[src/rtl/sac_pkg.sv]
// Shared types and constants for the source address info cache.
`timescale 1ns / 1ps
`default_nettype none
package sac_pkg;

    localparam int ENTRY_COUNT_DEF = 500;
    localparam int SLOT_COUNT_DEF  = 1024;

    localparam logic OP_PUT = 1'b0;
    localparam logic OP_GET = 1'b1;

    localparam logic [1:0] ST_OK   = 2'd0;
    localparam logic [1:0] ST_MISS = 2'd1;
    localparam logic [1:0] ST_FULL = 2'd2;

    localparam logic [31:0] FNV_BASIS  = 32'd2166136261;
    localparam logic [31:0] FNV_PRIME  = 32'd16777619;
    localparam logic [31:0] MIX_MUL_A  = 32'h7feb352d;
    localparam logic [31:0] MIX_MUL_B  = 32'h846ca68b;
    localparam logic [31:0] FAM_V4_TAG = 32'd2;
    localparam logic [31:0] FAM_V6_TAG = 32'd10;

    typedef struct packed {
        logic        operation;
        logic        is_ipv6;
        logic [63:0] addr_high;
        logic [63:0] addr_low;
        logic [7:0]  hop_limit;
        logic [63:0] hw_address;
    } cmd_t;

    typedef struct packed {
        logic [1:0]  status;
        logic [7:0]  hop_limit_out;
        logic [63:0] hw_address_out;
    } result_t;

endpackage
`default_nettype wire

[src/rtl/sac_front.sv]
// Front end: takes a command, hashes the key and reduces it to a home slot.
`timescale 1ns / 1ps
`default_nettype none
module sac_front #(
    parameter int SLOT_COUNT = sac_pkg::SLOT_COUNT_DEF,
    localparam int SW = (SLOT_COUNT > 1) ? $clog2(SLOT_COUNT) : 1
) (
    input  wire logic          clk,
    input  wire logic          rst_n,
    input  wire logic          start,
    input  wire sac_pkg::cmd_t cmd,
    input  wire logic          ready,
    output logic               busy,
    input  wire logic          q_full,
    output logic               push,
    output sac_pkg::cmd_t      job_cmd,
    output logic [SW-1:0]      job_home
);
    import sac_pkg::*;

    localparam logic [31:0] RECIP   = 32'((64'd1 << 32) / SLOT_COUNT);
    localparam logic [31:0] SLOTS32 = 32'(SLOT_COUNT);

    typedef enum logic [3:0] {
        F_IDLE, F_FNV, F_MIX_A, F_MIX_B, F_MIX_C, F_MOD_A, F_MOD_B, F_MOD_C, F_PUSH
    } state_t;

    state_t         state_reg,  state_next;
    logic [31:0]    x_reg,      x_next;
    logic [127:0]   key_reg,    key_next;
    logic [3:0]     cnt_reg,    cnt_next;
    cmd_t           cmd_reg,    cmd_next;
    logic [SW-1:0]  rem_reg,    rem_next;
    logic [31:0]    q_reg,      q_next;

    logic [31:0]    fnv_step;
    logic [31:0]    mix_a;
    logic [31:0]    mix_b;
    logic [63:0]    recip_prod;
    logic [31:0]    red_sub;

    assign busy     = (state_reg != F_IDLE) || !ready;
    assign push     = (state_reg == F_PUSH) && !q_full;
    assign job_cmd  = cmd_reg;
    assign job_home = rem_reg;

    assign fnv_step = 32'((x_reg ^ {24'd0, key_reg[127:120]}) * FNV_PRIME);
    assign mix_a    = 32'((x_reg ^ (x_reg >> 16)) * MIX_MUL_A);
    assign mix_b    = 32'((x_reg ^ (x_reg >> 15)) * MIX_MUL_B);

    // quotient estimate from the reciprocal is at most one short
    assign recip_prod = 64'(x_reg) * 64'(RECIP);
    assign red_sub    = x_reg - SLOTS32;

    always_comb
    begin
        state_next = state_reg;
        x_next     = x_reg;
        key_next   = key_reg;
        cnt_next   = cnt_reg;
        cmd_next   = cmd_reg;
        rem_next   = rem_reg;
        q_next     = q_reg;
        unique case (state_reg)
            F_IDLE:
            begin
                if (start && ready)
                begin
                    cmd_next = cmd;
                    cnt_next = 4'd0;
                    if (cmd.is_ipv6)
                    begin
                        key_next   = {cmd.addr_high, cmd.addr_low};
                        x_next     = FNV_BASIS;
                        state_next = F_FNV;
                    end
                    else
                    begin
                        cmd_next.addr_high = '0;
                        cmd_next.addr_low  = {32'd0, cmd.addr_low[31:0]};
                        x_next     = cmd.addr_low[31:0] ^ FAM_V4_TAG;
                        state_next = F_MIX_A;
                    end
                end
            end
            F_FNV:
            begin
                key_next = key_reg << 8;
                cnt_next = cnt_reg + 4'd1;
                if (cnt_reg == 4'd15)
                begin
                    x_next     = fnv_step ^ FAM_V6_TAG;
                    state_next = F_MIX_A;
                end
                else
                begin
                    x_next = fnv_step;
                end
            end
            F_MIX_A:
            begin
                x_next     = mix_a;
                state_next = F_MIX_B;
            end
            F_MIX_B:
            begin
                x_next     = mix_b;
                state_next = F_MIX_C;
            end
            F_MIX_C:
            begin
                x_next     = x_reg ^ (x_reg >> 16);
                state_next = F_MOD_A;
            end
            F_MOD_A:
            begin
                q_next     = recip_prod[63:32];
                state_next = F_MOD_B;
            end
            F_MOD_B:
            begin
                x_next     = x_reg - 32'(q_reg * SLOTS32);
                state_next = F_MOD_C;
            end
            F_MOD_C:
            begin
                rem_next   = (x_reg >= SLOTS32) ? SW'(red_sub) : SW'(x_reg);
                state_next = F_PUSH;
            end
            F_PUSH:
            begin
                if (!q_full)
                begin
                    state_next = F_IDLE;
                end
            end
            default:
            begin
                state_next = F_IDLE;
            end
        endcase
    end

    always_ff @(posedge clk or negedge rst_n)
    begin
        if (!rst_n)
        begin
            state_reg <= F_IDLE;
            cnt_reg   <= 4'd0;
        end
        else
        begin
            state_reg <= state_next;
            cnt_reg   <= cnt_next;
        end
    end

    always_ff @(posedge clk)
    begin
        x_reg   <= x_next;
        key_reg <= key_next;
        cmd_reg <= cmd_next;
        rem_reg <= rem_next;
        q_reg   <= q_next;
    end
endmodule
`default_nettype wire

[config.mk]
export PLATFORM = sky130hd
export DESIGN_NAME = sac_front
export DESIGN_NICKNAME = d
export VERILOG_FILES = /design/src/rtl/sac_pkg.sv /design/src/rtl/sac_front.sv
export SDC_FILE = /design/constraint.sdc
export NUM_CORES = 2
export LEC_CHECK = 0
export ABC_AREA = 0
export BUFFER_PORTS_ARGS = -buffer_cell sky130_fd_sc_hd__buf_4
export CAP_MARGIN = 30
export CORE_MARGIN = 8
export CORE_UTILIZATION = 35
export CTS_CLUSTER_DIAMETER = 120
export DETAILED_ROUTE_END_ITERATION = 8
export HOLD_SLACK_MARGIN = 0.1
export MAX_ROUTING_LAYER = met4
export PLACE_DENSITY = 0.58
export SETUP_SLACK_MARGIN = 0.5
export SYNTH_ARGS = -nofsm -noshare
export SYNTH_HDL_FRONTEND = slang
export SYNTH_SLANG_ARGS = --single-unit
[constraint.sdc]
create_clock -name clk -period 31.7 [get_ports clk]
set_input_delay 1.585 -clock clk [delete_from_list [all_inputs] [get_ports clk]]
set_output_delay 1.585 -clock clk [all_outputs]
set_load 0.01 [all_outputs]
==> flow_summary.toml <==
[drt]
drc = 0
vias_per_cell = 4.97
wl_um = 131000
drt_pass1_iterations = 6
avgRoutedWirePerCell_um = 23.4
postRouteAntennaNets = 0
vias = 27781
drt_iter0_drc = 2231

[critical_path]
critPathRequiredTime_ps = 32030
cp.arrival_ps = 8460
critPathLaunchType = "flip-flop"
end_kind = "flip-flop"
r2r_slack_ps = 23570
crit_type = "flip-flop to flip-flop"
cp_max_fo = 8

[flow_run]
drv.max_cap_violation_count = 0

[outcome]
status = "finished, final reports clean"

[timing]
final.setup.tns_ps = 0
rsz0062_at_grt = "no"
fin_crit_sh = 0.256
slew_violations = 0
period_minus_slack_ps = 8130
skew_ps = 22.1
setup_viol = 0
max_slew_margin = 0.226
max_freq_ghz = 0.123
hold_viol = 0
worst_pin_slew_ps = 1160

[layout]
layout_common_cells = "721 x inv_1, 566 x ha_1, 482 x buf_4, 432 x nand2_1, 422 x fa_1"
syn2layout_area_growth_pct = 17.3
drive_above_1_share = 0.145
largest_reg_flops = 202
layout_commonest_cell = "inv_1"
nNetsFinal = 5256
utilization = 0.413

[clock_tree]
cts.clk_slew.worst_paths_ps = 60
htree_num_levels = 2
cts_num_sinks = 402
cts_tree = "built"
postCtsSetupBuffers = 0
root_buffer = "clkbuf_16"
post_cts_resized = 0
postCtsHoldBufs = 0
insertion_delay_ps = 600
clockBufferDepth = 3
numCtsBuffers = 46

[placed_design]
io_buffers = 420
hpwl_um = 106000
place.gp.congestion = 0.957

[synth]
ys_warn_count = 0
synthFlopType = "edfxtp_1"
synthCells = 3600
avgSynthCellArea_um2 = 10.8
synth_edf_count = 394
syn-num-nets = 4795
ys_ff_latch = 402
yosysUniqueCellTypes = 86
netlist_area_um2 = 39000
synth_seq_area_share = 0.309
async_flop_share = 0.0199

[die]
die_h_um = 350
die_w_um = 350
core.rowCount = 122
ios = 421
die-area_um2 = 122000
core_area_um2 = 111000
initial_utilization = 0.352

[global_route]
grt_pass1_wl_um = 190000
grtUsageTotal = 0.215
grt_max_degree = 170
antenna_found_initial = 13
grt_pass1_vias = 28469
grt_overflow = 0

[min_path]
worstHoldPathType = "flip-flop to flip-flop"
-- worst paths after layout --
kind / start / end / cells after the start
worst max-delay path: x_reg[9] / x_reg[31] / 22
worst min-delay path: cnt_reg[3] / cnt_reg[3] / 1
worst max register to register: x_reg[9] / x_reg[31] / 22
worst min register to register: cnt_reg[3] / cnt_reg[3] / 1
max in group asynchronous: rst_n / cnt_reg[3] / 1
min in group asynchronous: rst_n / cnt_reg[0] / 1
-- per-stage QoR --
step	area [um2]	setup WS [ps]	hold slack, ps	cells
after floorplan	39000	20370	421	3600
after global placement	44200	23660	485	5498
after detailed placement	44300	23620	487	5500
after CTS	45700	23600	496	5582
after global routing	45800	23170	523	5587
final	45800	23570	491	5587
-- cells by family (layout without fill, tap and decap cells) --
group | Yosys count | in the layout | share of synthesized area
buffers and inverters | 793 | 1288 | 0.0770
AOI/OAI and AO/OA | 373 | 373 | 0.0656
adders and majority gates | 988 | 988 | 0.398
muxes | 4 | 4 | 0.00103
other | 0 | 4 | 0
DFF | 402 | 402 | 0.309
and+or+nand+nor | 789 | 789 | 0.0922
xor gates and xnor gates | 251 | 251 | 0.0574
-- synthesized netlist by cell type, types with 10 or more instances --
master      n  share of area
nand2b_1   21         0.0034
xnor2_1   156          0.035
a31oi_1    18         0.0029
edfxtp_1  394           0.30
xor2_1     92          0.021
o211ai_1   12         0.0023
a21o_1     32         0.0062
nor2_1     95         0.0091
o21a_1     23         0.0044
nor3_1     20         0.0026
a21oi_1    94          0.012
fa_1      422           0.22
clkbuf_1   61         0.0059
and2_1    121          0.019
inv_1     721          0.069
ha_1      566           0.18
nand3_1    28         0.0036
o22ai_1    13         0.0021
nand2_1   432          0.042
and3_1     14         0.0022
or2_2      10         0.0016
nor2b_1    15         0.0024
o21ai_0    59         0.0076
a221oi_1   16         0.0036
-- layout make-up --
cell class	instances	area (um2)
diodes	4	10.0
inverters	722	2710
flip-flops and latches	402	12000
clock buffers	53	1180
multi-input cells	2405	24000
repair buffers	484	3650
well taps	1488	1860
clock inverters	29	293
fillers	10679	64900
-- per-layer routing --
| layer | wire length [um] | GRT usage |
|---|---|---|
| met2 | 62000 | 0.348 |
| met3 | 9900 | 0.0365 |
| met1 | 55700 | 0.282 |
| met4 | 3260 | 0.0502 |
| met5 | 0 | - |
-- worst max-delay path: stages (launching register included) --
cell and delay, ps:
edfxtp_1 720, xnor2_1 880, inv_1 430, ha_1 440
fa_1 480, inv_1 50, fa_1 500, fa_1 410
inv_1 80, fa_1 430, fa_1 560, fa_1 430
fa_1 450, ha_1 360, a21o_1 220, nand3_1 100
o211ai_1 90, a21oi_1 260, o21ai_0 240, o31ai_1 320
xnor2_1 130, a32oi_1 160, o211ai_1 110
Power is not shown: default switching activity piles up to over one toggle a cycle in this logic, so the estimate is an artifact.
