<file path="src/rtl/sac_fifo.sv">
// Two-entry queue between the hashing front end and the table engine.
`timescale 1ns / 1ps
`default_nettype none
module sac_fifo #(
    parameter int WIDTH = 8
) (
    input  wire logic             clk,
    input  wire logic             rst_n,
    input  wire logic             push,
    input  wire logic [WIDTH-1:0] push_data,
    output logic                  full,
    input  wire logic             pop,
    output logic                  not_empty,
    output logic [WIDTH-1:0]      pop_data
);
    logic [WIDTH-1:0] mem_reg [2];
    logic             wr_ptr_reg;
    logic             rd_ptr_reg;
    logic [1:0]       count_reg;

    assign full      = (count_reg == 2'd2);
    assign not_empty = (count_reg != 2'd0);
    assign pop_data  = mem_reg[rd_ptr_reg];

    always_ff @(posedge clk)
    begin
        if (push)
        begin
            mem_reg[wr_ptr_reg] <= push_data;
        end
    end

    always_ff @(posedge clk or negedge rst_n)
    begin
        if (!rst_n)
        begin
            wr_ptr_reg <= 1'b0;
            rd_ptr_reg <= 1'b0;
            count_reg  <= 2'd0;
        end
        else
        begin
            if (push)
            begin
                wr_ptr_reg <= ~wr_ptr_reg;
            end
            if (pop)
            begin
                rd_ptr_reg <= ~rd_ptr_reg;
            end
            if (push && !pop)
            begin
                count_reg <= count_reg + 2'd1;
            end
            else if (pop && !push)
            begin
                count_reg <= count_reg - 2'd1;
            end
        end
    end
endmodule
`default_nettype wire

</file>
<file path="config.mk">
export PLATFORM = sky130hd
export DESIGN_NAME = sac_fifo
export DESIGN_NICKNAME = d
export VERILOG_FILES = /design/src/rtl/sac_fifo.sv
export SDC_FILE = /design/constraint.sdc
export NUM_CORES = 1
export LEC_CHECK = 0
export CAP_MARGIN = 25
export CORE_MARGIN = 1
export CORE_UTILIZATION = 40
export DETAILED_ROUTE_END_ITERATION = 7
export DONT_BUFFER_PORTS = 1
export PLACE_DENSITY = 0.54
export RECOVER_POWER = 50
export REMOVE_ABC_BUFFERS = 1
export SLEW_MARGIN = 30
export SYNTH_ARGS = -nofsm -noshare
export SYNTH_HDL_FRONTEND = slang
export SYNTH_SLANG_ARGS = --single-unit
export TNS_END_PERCENT = 10
</file>
<file path="constraint.sdc">
create_clock -name clk -period 2.21 [get_ports clk]
set_clock_uncertainty 0.15 [all_clocks]
set_input_delay 0.221 -clock clk [delete_from_list [all_inputs] [get_ports clk]]
set_output_delay 0.221 -clock clk [all_outputs]
set_load 0.02 [all_outputs]
</file>
==> results of run 1 <==
-- metal layers --
| metal | share of wire (%) | GRT usage (%) | wire (µm) | up-vias |
|---|---|---|---|---|
| li1 | - | - | - | 175 |
| met1 | 36 | 13.14 | 400 | 188 |
| met2 | 59 | 20.83 | 658 | 13 |
| met3 | 5.3 | 5.000 | 59 | 0 |
| met4 | 0 | 6.857 | 0 | 0 |
| met5 | 0 | 0 | 0 | - |
-- through the flow --
| step | setup WS, ns | utilization (%) | hold WS (ns) |
|---|---|---|---|
| 2_1_floorplan | 0.8902 | - | -0.2246 |
| 3_3_place_gp | 0.7486 | 45.69 | -0.2245 |
| 3_5_place_dp | 0.6595 | 45.69 | -0.2245 |
| 4_1_cts | 0.4555 | 53.26 | 0.01850 |
| 5_1_grt | 0.4204 | 53.26 | 0.03574 |
| 6_report | 0.4857 | 53.26 | 0.02803 |
-- repair_timing --
action	4_1_cts	5_1_grt
hold endpoints to repair	22	0
setup buffers	0	0
hold buffers	11	0
-- layout by cell type, fill, tap and decap left out --
cell type,count
edfxtp_1,16
dlygate4sd3_1,11
mux2_4,8
xor2_1,4
dfrtp_1,4
clkbuf_4,3
inv_1,1
or2_1,1
and2_0,1
and2b_2,1
nor2b_1,1
xnor2_1,1
nor2_1,1
ha_1,1
clkbuf_1,1
-- report_power, final --
| part | internal, W | switching, W | leakage, nW |
|---|---|---|---|
| logic | 0.000167 | 0.000189 | 0.158 |
| clock network | 0.0000701 | 0.0000990 | 0.0150 |
| registers | 0.000512 | 0.0000861 | 0.197 |
| total | 0.000749 | 0.000374 | 0.370 |
-- cell families after synthesis --
kind of cell  Yosys count
simple gates            5
fa+ha+maj               1
buf+inv                 2
xor+xnor                5
mux                     8
flops                  20
-- final cells by class --
cell class                      instances  area, µm²
Timing Repair Buffer                   11      110.1
Multi-Input combinational cell         19      207.7
Fill cell                             156      842.1
Clock buffer                            4      26.28
Sequential cell                        20      580.6
Inverter                                1      3.754
Tap cell                               25      31.28
-- final timing paths --
check                           startpoint  slack [ns]  depth (start not counted)       endpoint
worst max register to register  wr_ptr_reg        0.69                          1  mem_reg[0][4]
min in group asynchronous            rst_n        0.04                          1   count_reg[1]
worst min-delay path                  push        0.03                          2   count_reg[0]
worst max-delay path            rd_ptr_reg        0.49                          1    pop_data[3]
max in group asynchronous            rst_n        1.70                          1     wr_ptr_reg
worst min register to register  wr_ptr_reg        0.34                          1     wr_ptr_reg
==> flow_summary.ini, run 1 <==
[sta]
max_slew_margin_pct = 50.22
fin_crit_sh_pct = 78.02
hold_viol = 0
rsz0062_at_grt = no
setup_viol = 0
setup_tns_ns = 0
worst_pin_slew_ns = 0.7452
drv_slew = 0
fmax_ghz = 0.5800
fin_crit_ns = 1.724

[synthesis]
synth_adder_area_share_pct = 1.558
synthCells = 41
synth_top_family_by_area = multiplexers
synth_common_cells = 16 x edfxtp_1, 8 x mux2_4, 4 x dfrtp_1, 4 x xor2_1
synth-simple-area-share_pct = 3.894
synth-async-reset-ratio_pct = 20.00
syn_avg_cell_area_um2 = 19.59
netlist.area_leader.share_pct = 59.81
synth_edf_count = 16
synth_flop_cell = edfxtp_1
yosysMostFrequentCell = edfxtp_1
ys.warnings.count = 0
synthMuxAreaShare_pct = 14.95
ys_seq_elements = 20
synth_area_leader_cell = edfxtp_1
synth_area_leaders = edfxtp_1 60%, mux2_4 15%, dfrtp_1 12%
synth_area_um2 = 803.3
synthXorXnorAreaFrac_pct = 5.452
synth_compound_area_share_pct = 0
ys_seq_area_share_pct = 72.27
synth_cell_types = 13

[clocking]
cts_tree = yes
ctsResizeCount = 0
cts-buffers-inserted = 3
clkSinkCount = 20
cts_buffer_depth = 2
clk_latency_ns = 0.28
ctsRootBufferMaster = clkbuf_4
clk_pin_slew_ns = 0.10
htree_levels = 1

[place]
place_congestion = 0.5889
numPortBuffers = 0
dp_hpwl_um = 773.7
placedCellCount = 65
place_area_um2 = 823.3

[grt]
antenna_found_initial = 0
grt_max_degree = 12
grt_overflow = 0
grt_usage_pct = 12.35
grt_pass1_wl_mm = 1.718
grt_pass1_vias = 390

[die]
fp.dieW_um = 46.81
start_util_pct = 44.58
die_h_um = 46.81
io_pins = 22
rows = 15
die-area_um2 = 2191
core_um2 = 1802

[critical_path]
cp.arrival_ns = 1.35
slowest_stage = dfrtp_1
worst_setup_path_start_kind = flop
cp_num_buf_inv = 0
path_cells = mux2_4
end_kind = output pin
cpPeakStageDelay_ns = 0.68
crit_type = flop to output pin
critPathRequiredTime_ns = 1.84
crit_fanout = 9
path_delay_family = flip-flops

[drt]
ant_nets = 0
wl_per_cell_um = 13.99
via_per_inst = 4.700
drt_iter0_markers = 2
detail_route.first_pass.iterations = 2
wl_mm = 1.119
vias = 376
drcViolationCount = 0

[final_layout]
num_antenna_cells = 0
layout-drive-gt1-share_pct = 21.82
largest_reg_flops = 16
fin_area_um2 = 959.7
final_cells = 80
fin_nets = 69
syn_to_final_growth_pct = 19.47

[power_and_ir_drop]
ir_drop_mv = 0.6704
finalPower_w = 0.001123
power.leakage_nw = 0.3700
power_density_nw_per_um2 = 1170

[status]
run_status = complete, no violations

[hold_path]
hp-class = primary input to flop

[run]
maxCapViolCount = 0
Note: power is estimated with default switching activity, not from simulation.
==> run 2, diff against run 1 <==
==> constraint.sdc (replaced) <==
create_clock -name clk -period 1.61 [get_ports clk]
set_clock_uncertainty 0.15 [all_clocks]
set_input_delay 0.161 -clock clk [delete_from_list [all_inputs] [get_ports clk]]
set_output_delay 0.161 -clock clk [all_outputs]
set_load 0.02 [all_outputs]
==> run 2 against run 1 <==
Against the previous run: combinational power is 42% higher; sequential share of layout area is 1.3 points lower; clock power is 36% higher; final area is 2.3% higher; critical path type unchanged; largest power group unchanged; highest routed layer unchanged.
==> flow_summary.ini, run 2 (synthesized netlist as in run 1, its figures left out) <==
[sta]
setup_viol = 0
fmax_ghz = 0.6586
setup_tns_ns = 0
fin_crit_ns = 1.518
fin_crit_sh_pct = 94.31
hold_viol = 0
rsz0062_at_grt = no
max_slew_margin_pct = 75.25
worst_pin_slew_ns = 0.3713
hold_ws_ns = 0.01732
drv_slew = 0

[final_layout]
final_common_cell = edfxtp_1
num_antenna_cells = 0
fin_nets = 72
syn_to_final_growth_pct = 22.27
regArea_um2 = 581.8
layout-drive-gt1-share_pct = 24.14
fin_area_um2 = 982.2
fillers = 162
multi_input_area_um2 = 207.7
final_cell_mix = 16 x edfxtp_1, 12 x dlygate4sd3_1, 8 x mux2_4
largest_reg_flops = 16

[grt]
grt_overflow = 0
grt_max_degree = 12
grt_pass1_vias = 420
grt_pass1_wl_mm = 1.759
grt.met3_usage_pct = 4.615
antenna_found_initial = 0
grt_usage_pct = 12.66
grt_util_met1_pct = 12.08
grt_most_used_layer = met2
met2_usage_pct = 23.33

[critical_path]
worst_setup_path_start_kind = flop
end_kind = output pin
path_delay_family = flip-flops
cp_num_buf_inv = 0
slowest_stage = dfrtp_2
path_cells = mux2_4
crit_fanout = 9
crit_type = flop to output pin
cp.arrival_ns = 1.21
cpPeakStageDelay_ns = 0.55
reg2regPathDepth = 1
r2r_start = wr_ptr_reg
r2r-end = mem_reg[1][2]
r2r_slack_ns = 0.37
critPathRequiredTime_ns = 1.30

[power_and_ir_drop]
power_density_nw_per_um2 = 1586
ir_drop_mv = 0.8457
comb_power_share_pct = 32.4
finalPower_w = 0.001558
internal_power_w = 0.001042
p_sw_w = 0.0005154
p_clk_share_pct = 14.8
power.leakage_nw = 0.3803
switching_share_pct = 33.08
seqPwrFrac_pct = 52.8

[drt]
wl_per_cell_um = 14.02
wl_mm = 1.164
ant_nets = 0
via_per_inst = 4.783
drt_iter0_markers = 3
vias = 397
detail_route.first_pass.iterations = 4
drcViolationCount = 0

[die]
rows = 15
io_pins = 22
core_um2 = 1802
die-area_um2 = 2191
fp.dieW_um = 46.81
start_util_pct = 44.58
die_h_um = 46.81

[clocking]
cts-buffers-inserted = 3
cts_tree = yes
clk_latency_ns = 0.28
htree_levels = 1
ctsRootBufferMaster = clkbuf_4
clkSinkCount = 20
post_cts_buffers = 0
clk_pin_slew_ns = 0.09
cts_buffer_depth = 2

[run]
maxCapViolCount = 0

[place]
place_area_um2 = 838.3
dp_hpwl_um = 820
place_congestion = 0.5892
numPortBuffers = 0

[hold_path]
hp-class = primary input to flop
hold_depth = 3
hold_start = pop
hold_end = count_reg[0]

[status]
run_status = complete, no violations
## run 2: routing by layer
metal  up-vias  wire length, µm  share of wire [%]
met5         -                0                  0
met4         0                0                  0
met3         0               62                5.3
met2        15              707                 61
met1       201              394                 34
li1        181                -                  -
## run 2: metrics by stage
| stage | worst slack (ns) | instances | util (%) |
|---|---|---|---|
| after detailed placement | 0.2459 | 67 | 46.53 |
| after global routing | 0.03818 | 83 | 54.51 |
| after floorplan | 0.2983 | 40 | - |
| after CTS | 0.06724 | 83 | 54.72 |
| after global placement | 0.2747 | 67 | 46.53 |
| final | 0.09164 | 83 | 54.51 |
## run 2: how the worst max path moves through the flow
stage | startpoint | to | slack [ns] | depth (start not counted)
final | rd_ptr_reg | pop_data[7] | 0.09 | 1
after global routing | rd_ptr_reg | pop_data[5] | 0.04 | 1
after CTS | rd_ptr_reg | pop_data[3] | 0.07 | 1
after detailed placement | rd_ptr_reg | pop_data[3] | 0.25 | 1
after global placement | rd_ptr_reg | pop_data[1] | 0.27 | 1
after floorplan | wr_ptr_reg | mem_reg[0][0] | 0.30 | 1
## run 2: power by group through the flow
stage                     combinational (W)  sequential, W  clock (W)
after floorplan                    0.000428       0.000803          0
final                              0.000504       0.000823   0.000230
after global placement             0.000476       0.000820          0
after CTS                          0.000520       0.000827   0.000245
after global routing               0.000533       0.000842   0.000264
after detailed placement           0.000494       0.000837          0
## run 2: what timing repair did
item,in CTS,in global routing
hold endpoints to repair,23,0
hold buffers,12,0
setup endpoints to repair,8,0
resized for setup,1,0
## run 2: cell type report
cell class / instances / area share, %
Clock buffer: 4 / 2.675
Inverter: 1 / 0.3822
Multi-Input combinational cell: 19 / 21.15
Sequential cell: 20 / 59.24
Tap cell: 25 / 3.185
Timing Repair Buffer: 14 / 13.38
==> run 3, diff against run 2 <==
--- a/config.mk
+++ b/config.mk
@@ -11,7 +11,6 @@
 export DETAILED_ROUTE_END_ITERATION = 7
 export DONT_BUFFER_PORTS = 1
 export PLACE_DENSITY = 0.54
-export RECOVER_POWER = 50
 export REMOVE_ABC_BUFFERS = 1
 export SLEW_MARGIN = 30
 export SYNTH_ARGS = -nofsm -noshare
==> run 3 against run 2 <==
Against the previous run: register-to-register slack about the same; utilization is 0.21 points higher; maximum frequency hardly changed; critical path type unchanged; sequential power about the same; total power up 0.39%; die area is the same; count of clock-buffer cells in the layout unchanged; non-clock buffer count unchanged; sequential share of layout area fell by 0.23 points.
==> flow_summary.ini, run 3 (synthesized netlist as in run 1, its figures left out) <==
[status]
run_status = complete, no violations

[power_and_ir_drop]
ir_drop_mv = 0.8471
power.leakage_nw = 0.3842
p_sw_w = 0.0005158
switching_share_pct = 32.98
seqPwrFrac_pct = 52.7
internal_power_w = 0.001048
power_density_nw_per_um2 = 1586
finalPower_w = 0.001564
comb_power_share_pct = 32.6
p_clk_share_pct = 14.7

[clocking]
clk_latency_ns = 0.28
cts-buffers-inserted = 3
cts_tree = yes
ctsRootBufferMaster = clkbuf_4
cts_buffer_depth = 2
clk_pin_slew_ns = 0.09
clkSinkCount = 20
htree_levels = 1

[die]
die_h_um = 46.81
rows = 15
fp.dieW_um = 46.81
start_util_pct = 44.58
io_pins = 22
core_um2 = 1802
die-area_um2 = 2191

[critical_path]
r2r_start = wr_ptr_reg
worst_setup_path_start_kind = flop
critPathRequiredTime_ns = 1.30
path_cells = mux2_4
path_delay_family = flip-flops
cpPeakStageDelay_ns = 0.55
crit_start = rd_ptr_reg
crit_fanout = 9
crit_type = flop to output pin
cp_num_buf_inv = 0
slowest_stage = dfrtp_2
end_kind = output pin
cp.arrival_ns = 1.21

[final_layout]
final_core_util_pct = 54.72
final_cells = 83
fillers = 160
largest_reg_flops = 16
final_common_cell = edfxtp_1
syn_to_final_growth_pct = 22.74
fin_area_um2 = 985.9
final_cell_mix = 16 x edfxtp_1, 12 x dlygate4sd3_1, 8 x mux2_4
num_antenna_cells = 0
layout-drive-gt1-share_pct = 25.86
fin_nets = 72

[drt]
drt_iter0_markers = 3
drcViolationCount = 0
wl_mm = 1.165
ant_nets = 0
vias = 397
detail_route.first_pass.iterations = 4
via_per_inst = 4.783
wl_per_cell_um = 14.04

[place]
place_congestion = 0.5892
numPortBuffers = 0
placedCellCount = 67
dp_hpwl_um = 820
place_area_um2 = 838.3

[sta]
fmax_ghz = 0.6586
max_slew_margin_pct = 75.29
hold_viol = 0
fin_crit_ns = 1.518
drv_slew = 0
setup_viol = 0
rsz0062_at_grt = no
fin_crit_sh_pct = 94.31
setup_tns_ns = 0
worst_pin_slew_ns = 0.3706

[hold_path]
hp-class = primary input to flop
hold_start = pop

[grt]
grt_usage_pct = 12.66
grt_pass1_wl_mm = 1.759
grt_max_degree = 12
grt_overflow = 0
grt_pass1_vias = 420
antenna_found_initial = 0

[run]
maxCapViolCount = 0
run 3: changes by cell type in the layout (fill, tap and decap cells not counted):
cell,delta
buf_4,+1
clkbuf_1,-1
run 3: path summary, 6_finish.rpt:
check / endpoint / slack [ns] / cells past startpoint
setup / recovery: pop_data[7] / 0.09 / 1
hold / removal: count_reg[0] / 0.02 / 3
setup reg to reg: mem_reg[0][4] / 0.37 / 2
hold reg to reg: count_reg[1] / 0.34 / 1
max in group asynchronous: rd_ptr_reg / 0.58 / 2
min in group asynchronous: wr_ptr_reg / 0.54 / 2
run 3: cell type report:
class                           instances  area, µm²  area share [%]
Sequential cell                        20      581.8           59.01
Tap cell                               25      31.28           3.173
Multi-Input combinational cell         19      207.7           21.07
Clock buffer                            4      26.28           2.665
Timing Repair Buffer                   14      135.1           13.71
Inverter                                1      3.754          0.3807
run 3: per-stage QoR:
| step | worst slack, ns | hold WS, ns |
|---|---|---|
| after detailed placement | 0.2459 | -0.2845 |
| final | 0.09161 | 0.01703 |
| after CTS | 0.06724 | 0.01236 |
| after floorplan | 0.2983 | -0.2846 |
| after global placement | 0.2747 | -0.2845 |
| after global routing | 0.03818 | 0.01761 |
run 3: what timing repair did:
item | CTS | global route
resized for setup | 1 | 0
hold endpoints to repair | 23 | 0
hold buffers | 12 | 0
endpoints found under the setup margin | 8 | 0
buffers inserted | 0 | 0
run 3: power by group through the flow:
stage	clock network (W)	logic, W	registers (W)
global route	0.000264	0.000540	0.000842
global placement	0	0.000476	0.000820
floorplan	0	0.000428	0.000803
detailed placement	0	0.000494	0.000837
CTS	0.000245	0.000520	0.000827
finish	0.000230	0.000510	0.000823
run 3: layer usage:
layer	global-route usage (%)	routed length [µm]
met5	0	0
met2	23.33	707
met3	4.615	62
met1	12.08	395
met4	6.857	0
